**config.mk**
```make
export PLATFORM = sky130hd
export DESIGN_NAME = rvwap_back_flat
export DESIGN_NICKNAME = d
export VERILOG_FILES = /design/src/rtl/core/rvwap_pkg.sv /design/src/rtl/core/rvwap_if.sv /design/src/rtl/core/rvwap_div.sv /design/src/rtl/core/rvwap_back.sv /design/src/flat_wrapper.sv
export SDC_FILE = /design/constraint.sdc
export NUM_CORES = 1
export LEC_CHECK = 0
export ABC_AREA = 0
export BUFFER_PORTS_ARGS = -buffer_cell sky130_fd_sc_hd__buf_2
export CORE_ASPECT_RATIO = 0.6
export CORE_UTILIZATION = 30
export CTS_BUF_LIST = sky130_fd_sc_hd__clkbuf_4
export DETAILED_ROUTE_END_ITERATION = 10
export SYNTH_ARGS = -nofsm -noshare
export SYNTH_HDL_FRONTEND = slang
export SYNTH_HIERARCHICAL = 1
export SYNTH_SLANG_ARGS = --single-unit
```
**constraint.sdc**
```tcl
create_clock -name clk -period 11.5 [get_ports clk]
set_input_delay 0 -clock clk [delete_from_list [all_inputs] [get_ports clk]]
set_output_delay 0 -clock clk [all_outputs]
set_load 0.005 [all_outputs]
```
**src/rtl/core/rvwap_pkg.sv**
```systemverilog
// Package for the running VWAP block: widths and shared types.
// Used by every file in rtl/core except rvwap_if.sv.
package rvwap_pkg;
  localparam int PRICE_WIDTH_DEF  = 24;
  localparam int VOLUME_WIDTH_DEF = 24;
  localparam int COUNT_WIDTH_DEF  = 16;
  localparam int PV_SUM_WIDTH     = 64;
  localparam int V_SUM_WIDTH      = 40;
endpackage

```
**src/rtl/core/rvwap_if.sv**
```systemverilog


interface rvwap_res_if #(parameter int PW = 24, parameter int CW = 16);
  logic          valid;
  logic          ready;
  logic [PW-1:0] average_price;
  logic [CW-1:0] bars_in_range;
  modport source(output valid, average_price, bars_in_range, input ready);
  modport sink(input valid, average_price, bars_in_range, output ready);
endinterface

```
**src/rtl/core/rvwap_div.sv**
```systemverilog
// Restoring divider, one quotient bit per cycle, saturating to the price width.
// Depends on rvwap_pkg.
module rvwap_div #(
  parameter int PRICE_WIDTH = rvwap_pkg::PRICE_WIDTH_DEF
) (
  input  logic clk,
  input  logic rst,
  input  logic start,
  input  logic [rvwap_pkg::PV_SUM_WIDTH-1:0] dividend,
  input  logic [rvwap_pkg::V_SUM_WIDTH-1:0]  divisor,
  output logic done,
  output logic [PRICE_WIDTH-1:0] quotient
);
  import rvwap_pkg::*;
  localparam int CW = $clog2(PV_SUM_WIDTH + 1);

  logic [PV_SUM_WIDTH-1:0] num, quo;
  logic [V_SUM_WIDTH:0]    rem;
  logic [V_SUM_WIDTH-1:0]  den;
  logic [V_SUM_WIDTH:0]    trial;
  logic [CW-1:0]           left;
  logic                    busy;

  assign trial = {rem[V_SUM_WIDTH-1:0], num[PV_SUM_WIDTH-1]};

  always_ff @(posedge clk) begin
    if (rst) begin
      busy <= 1'b0;
      done <= 1'b0;
    end else begin
      done <= busy && !start && (left == CW'(1));
      if (start) begin
        busy <= 1'b1;
        left <= CW'(PV_SUM_WIDTH);
        num  <= dividend;
        den  <= divisor;
        rem  <= '0;
        quo  <= '0;
      end else if (busy) begin
        num <= num << 1;
        if (trial >= {1'b0, den}) begin
          rem <= trial - {1'b0, den};
          quo <= {quo[PV_SUM_WIDTH-2:0], 1'b1};
        end else begin
          rem <= trial;
          quo <= {quo[PV_SUM_WIDTH-2:0], 1'b0};
        end
        left <= left - CW'(1);
        if (left == CW'(1)) begin
          busy <= 1'b0;
        end
      end
    end
  end

  assign quotient = (quo[PV_SUM_WIDTH-1:PRICE_WIDTH] != '0) ? '1 : quo[PRICE_WIDTH-1:0];
endmodule

```
**src/rtl/core/rvwap_back.sv**
```systemverilog
// Back part: running sums, bar count, divider control and the result register.
// Depends on rvwap_pkg, rvwap_if and rvwap_div.
module rvwap_back #(
  parameter int PRICE_WIDTH  = rvwap_pkg::PRICE_WIDTH_DEF,
  parameter int VOLUME_WIDTH = rvwap_pkg::VOLUME_WIDTH_DEF,
  parameter int COUNT_WIDTH  = rvwap_pkg::COUNT_WIDTH_DEF
) (
  input  logic clk,
  input  logic rst,
  input  logic q_valid,
  output logic q_ready,
  input  logic [PRICE_WIDTH+VOLUME_WIDTH-1:0] q_pv,
  input  logic [VOLUME_WIDTH-1:0] q_vol,
  input  logic q_first,
  rvwap_res_if.source res
);
  import rvwap_pkg::*;
  localparam logic [1:0] ST_IDLE = 2'd0;
  localparam logic [1:0] ST_DIV  = 2'd1;
  localparam logic [1:0] ST_OUT  = 2'd2;

  logic [1:0]              state;
  logic [PV_SUM_WIDTH-1:0] pv_sum;
  logic [V_SUM_WIDTH-1:0]  v_sum;
  logic [PRICE_WIDTH-1:0]  last_avg;
  logic [COUNT_WIDTH-1:0]  bar_cnt;
  logic [PV_SUM_WIDTH-1:0] pv_base, pv_add;
  logic [V_SUM_WIDTH-1:0]  v_base, v_add;
  logic [PV_SUM_WIDTH:0]   pv_wide;
  logic [V_SUM_WIDTH:0]    v_wide;
  logic [COUNT_WIDTH-1:0]  cnt_base;
  logic                    take, div_start, div_done;
  logic [PRICE_WIDTH-1:0]  div_q;

  assign q_ready = (state == ST_IDLE);
  assign take = q_valid && q_ready;
  assign pv_base = q_first ? '0 : pv_sum;
  assign v_base = q_first ? '0 : v_sum;
  assign cnt_base = q_first ? '0 : bar_cnt;
  assign pv_add = PV_SUM_WIDTH'(q_pv);
  assign v_add = V_SUM_WIDTH'(q_vol);
  assign pv_wide = {1'b0, pv_base} + {1'b0, pv_add};
  assign v_wide = {1'b0, v_base} + {1'b0, v_add};

  rvwap_div #(.PRICE_WIDTH(PRICE_WIDTH)) u_div (
    .clk(clk), .rst(rst), .start(div_start), .dividend(pv_sum), .divisor(v_sum),
    .done(div_done), .quotient(div_q)
  );

  always_ff @(posedge clk) begin
    if (rst) begin
      state     <= ST_IDLE;
      pv_sum    <= '0;
      v_sum     <= '0;
      last_avg  <= '0;
      bar_cnt   <= '0;
      div_start <= 1'b0;
      res.valid <= 1'b0;
    end else begin
      div_start <= take && (v_wide != '0);
      unique case (state)
        ST_IDLE: begin
          if (take) begin
            pv_sum  <= pv_wide[PV_SUM_WIDTH] ? '1 : pv_wide[PV_SUM_WIDTH-1:0];
            v_sum   <= v_wide[V_SUM_WIDTH] ? '1 : v_wide[V_SUM_WIDTH-1:0];
            bar_cnt <= (cnt_base == '1) ? cnt_base : cnt_base + COUNT_WIDTH'(1);
            if (q_first) last_avg <= '0;
            if (v_wide != '0) begin
              state <= ST_DIV;
            end else begin
              state <= ST_OUT;
            end
          end
        end
        ST_DIV: begin
          if (div_done) begin
            last_avg <= div_q;
            state    <= ST_OUT;
          end
        end
        ST_OUT: begin
          if (!res.valid || res.ready) begin
            res.valid         <= 1'b1;
            res.average_price <= last_avg;
            res.bars_in_range <= bar_cnt;
            state             <= ST_IDLE;
          end
        end
        default: state <= ST_IDLE;
      endcase
      if (res.valid && res.ready && !(state == ST_OUT)) res.valid <= 1'b0;
    end
  end
endmodule

```
**src/flat_wrapper.sv**
```systemverilog
// flat-port wrapper written by rule: the top's interface ports become plain ports
module rvwap_back_flat import rvwap_pkg::*;
#(
  parameter int PRICE_WIDTH  = rvwap_pkg::PRICE_WIDTH_DEF,
  parameter int VOLUME_WIDTH = rvwap_pkg::VOLUME_WIDTH_DEF,
  parameter int COUNT_WIDTH  = rvwap_pkg::COUNT_WIDTH_DEF
)
  (clk, rst, q_valid, q_ready, q_pv, q_vol, q_first, res_valid, res_average_price, res_bars_in_range, res_ready);
  rvwap_res_if res_i ();
  input  logic clk;
  input  logic rst;
  input  logic q_valid;
  output logic q_ready;
  input  logic [PRICE_WIDTH+VOLUME_WIDTH-1:0] q_pv;
  input  logic [VOLUME_WIDTH-1:0] q_vol;
  input  logic q_first;
  output wire logic [$bits(res_i.valid)-1:0] res_valid;
  output wire logic [$bits(res_i.average_price)-1:0] res_average_price;
  output wire logic [$bits(res_i.bars_in_range)-1:0] res_bars_in_range;
  input wire logic [$bits(res_i.ready)-1:0] res_ready;
  assign res_valid = res_i.valid;
  assign res_average_price = res_i.average_price;
  assign res_bars_in_range = res_i.bars_in_range;
  assign res_i.ready = res_ready;
  rvwap_back #(.PRICE_WIDTH(PRICE_WIDTH), .VOLUME_WIDTH(VOLUME_WIDTH), .COUNT_WIDTH(COUNT_WIDTH)) u_core (.clk(clk), .rst(rst), .q_valid(q_valid), .q_ready(q_ready), .q_pv(q_pv), .q_vol(q_vol), .q_first(q_first), .res(res_i));
endmodule
```
==> out/metrics.yaml <==
logic_synthesis:
  ys.flop_type: "edfxtp_1"
  synthesis.nets: 2594
  synth_area_leaders: "edfxtp_1 32%, dfxtp_1 13%, ha_1 6.1%, a21oi_1 4.5%, nor2b_1 4.2%"
  synth_cells: 2399
  yosysSeqAreaShare: 0.449
  yosysTopAreaCellShare: 0.323
  synthArstFlopShare: 0
  syn-cell-area_um2: 23700
  avgSynthCellArea_um2: 9.90
  synth.largest_area_cell: "edfxtp_1"
  ys_ff_latch: 405
  synth-edff-count: 255
  synth_cell_types: 108
  ys.warnings.count: 6
cts:
  clk_latency_ns: 0.86
  htree_levels: 3
  post_cts_buffers: 0
  cts_sinks: 405
  cts_buffer_depth: 3
  cts_buffers: 105
  cts_tree: "done"
  cts.clk_slew.worst_paths_ns: 0.07
  root_buffer: "clkbuf_4"
floorplanning:
  start_util: 0.305
  coreArea_um2: 77900
  dieArea_um2: 80300
  die_w_um: 365
  die_h_um: 220
  fp-row-count: 79
  ios: 119
global_route:
  grt_use_total: 0.159
  antenna_found_initial: 1
  grt_pass1_vias: 17600
  overflow: 0
  grt_max_degree: 177
  grt_pass1_wl_um: 101000
worst_hold_path:
  worstHoldPathType: "in2reg"
  holdPathStages: 5
setup_path:
  cp_top_family: "buffers and inverters"
  max_stage_delay_ns: 0.61
  path_class: "in2reg"
  crit_top_cell: "dlygate4sd3_1"
  worstPathCellList: "dlygate4sd3_1, buf_4, buf_4, nor2b_1, ha_1, inv_1, fa_1, and2b_1, o2111ai_2, a211oi_2, o21a_1, o21ai_2, o211a_4, o31a_2, buf_4, nand3_1, dlygate4sd3_1, o41ai_1, dlygate4sd3_1, nor3_1, dlygate4sd3_1"
  cp.depth: 21
  path_max_fanout: 47
  worstSetupStartpointType: "primary input"
  path_buf_inv: 8
  cp-end-kind: "flop"
  crit_path_top_delay_cell: "o31a_2"
  worstPathRequired_ns: 12.25
  worst_ep_arrival_time_ns: 6.80
  rr_worst_depth: 18
drt:
  drc: 0
  wirelength_um: 65000
  wire_per_inst_um: 17.2
  firstDrtPassIters: 5
  postRouteAntennaNets: 0
  avgViaCountPerCell: 5.09
  vias: 19200
  drt_iter0_markers: 1703
cells_and_area:
  final_core_utilization: 0.357
  drive_above_1_share: 0.175
  nets: 2820
  syn_to_final_growth_pct: 17.0
sta:
  finalHoldViolCount: 0
  skew_ns: 0.0659
  rsz0062_at_grt: "no"
  finalCritPeriodShare: 0.527
  finalSetupViolations: 0
  setup_tns_ns: 0
  drv_slew: 0
  slew_headroom: 0.155
  clock.fmax_mhz: 165
  worstMarginPinSlew_ns: 1.26
  post-route-min-period_ns: 6.06
  holdWs_ns: 0.127
power:
  p_comb_frac: 0.187
  power.density_nw_per_um2: 133
  sw_frac_of_total: 0.293
  totalPowerFinal_mw: 3.71
  clockPowerShare: 0.357
  leakagePower_nw: 10.7
  p_sw_mw: 1.09
  internal_power_mw: 2.62
  p_seq_frac: 0.456
  peakVddDrop_uv: 58.5
run_status:
  status: "complete, no violations"
place:
  numPortBuffers: 118
  place.gp.congestion: 0.874
  place_hpwl_um: 43600
flow_run:
  drv_cap: 0
[worst min-delay path: stages]
cell	delay (ns)
buf_2	0.09
ha_1	0.29
o21a_1	0.18
or2_2	0.23
a211oi_1	0.10
[power by group through the flow]
stage,Combinational (mW),Clock [mW],Sequential [mW]
finish,0.695,1.32,1.69
global route,0.762,1.45,1.70
CTS,0.686,1.38,1.69
detailed placement,0.635,0,1.72
global placement,0.630,0,1.72
floorplan,0.488,0,1.71
[per-stage QoR]
step | area [µm²] | setup WS (ns) | instances
after global placement | 25300 | 6.95 | 3463
after detailed placement | 25300 | 6.92 | 3463
after floorplan | 23700 | 2.82 | 2399
after CTS | 27800 | 5.65 | 3768
after global routing | 27800 | 5.17 | 3770
final | 27800 | 5.44 | 3770
[kinds of logic after synthesis]
| group | share of synthesized area |
|---|---|
| buf+inv | 0.0370 |
| mux | 0.0422 |
| simple gates | 0.178 |
| flops | 0.449 |
| compound gates | 0.191 |
| xor+xnor | 0.0402 |
| fa+ha+maj | 0.0631 |
[Yosys cell counts (34+ instances only)]
library cell    n
a21oi_1       213
mux2_2         64
o21ai_0       118
inv_1          82
edfxtp_1      255
xor2_1         53
nor3_1         41
clkbuf_1       79
nand4_1        34
nand2b_1       43
xnor2_1        56
nor2b_1       160
a21o_1         65
nand3_1        64
dfxtp_1       150
nand2_1       154
ha_1          115
a211oi_1       48
nor2_1        177
[flip-flops by register name, indices dropped and copies added (netlist names), 2 cells and up]
register / cells
u_core/res.bars_in_range: 16
u_core/bar_cnt: 16
u_core/u_div/quo: 64
u_core/state: 2
u_core/u_div/num: 64
u_core/u_div/rem: 40
u_core/u_div/den: 40
u_core/last_avg: 24
u_core/res.average_price: 24
u_core/v_sum: 40
u_core/pv_sum: 64
u_core/u_div/left: 7
[worst paths after layout]
kind | start | endpoint | slack, ns
max | q_first | u_core/pv_sum[42] | 5.44
min | q_vol[18] | u_core/v_sum[18] | 0.13
min reg2reg | u_core/last_avg[14] | u_core/res.average_price[14] | 0.43
max reg2reg | u_core/pv_sum[0] | u_core/pv_sum[42] | 5.82
[final cells by class]
cell class / count / area [µm²]
Multi-Input combinational cell: 1788 / 12200
Fill cell: 8049 / 50100
Sequential cell: 405 / 10700
Inverter: 82 / 308
Tap cell: 1053 / 1320
Clock buffer: 170 / 1280
Antenna cell: 2 / 5.00
Clock inverter: 27 / 159
Timing Repair Buffer: 243 / 1820
[timing repair]
item / CTS / global route
resized for setup: 0 / 0
setup endpoints to repair: 0 / 0
hold buffers: 108 / 0
hold endpoints to repair: 121 / 0
[placed cells by master (no fill, tap or decap), types with 115 or more instances in the layout]
cell	instances
nor2b_1	158
clkbuf_4	170
dfxtp_1	149
buf_2	116
ha_1	115
nor2_1	175
a21oi_1	212
edfxtp_1	255
o21ai_0	118
nand2_1	154
[per-layer routing]
layer / track usage / vias to the layer above / wire length [µm]
li1: - / 9370 / -
met1: 0.257 / 9145 / 34900
met2: 0.202 / 598 / 24300
met3: 0.0391 / 78 / 4970
met4: 0.0361 / 0 / 853
met5: 0 / - / 0
Power figures use the tool's default switching activity.
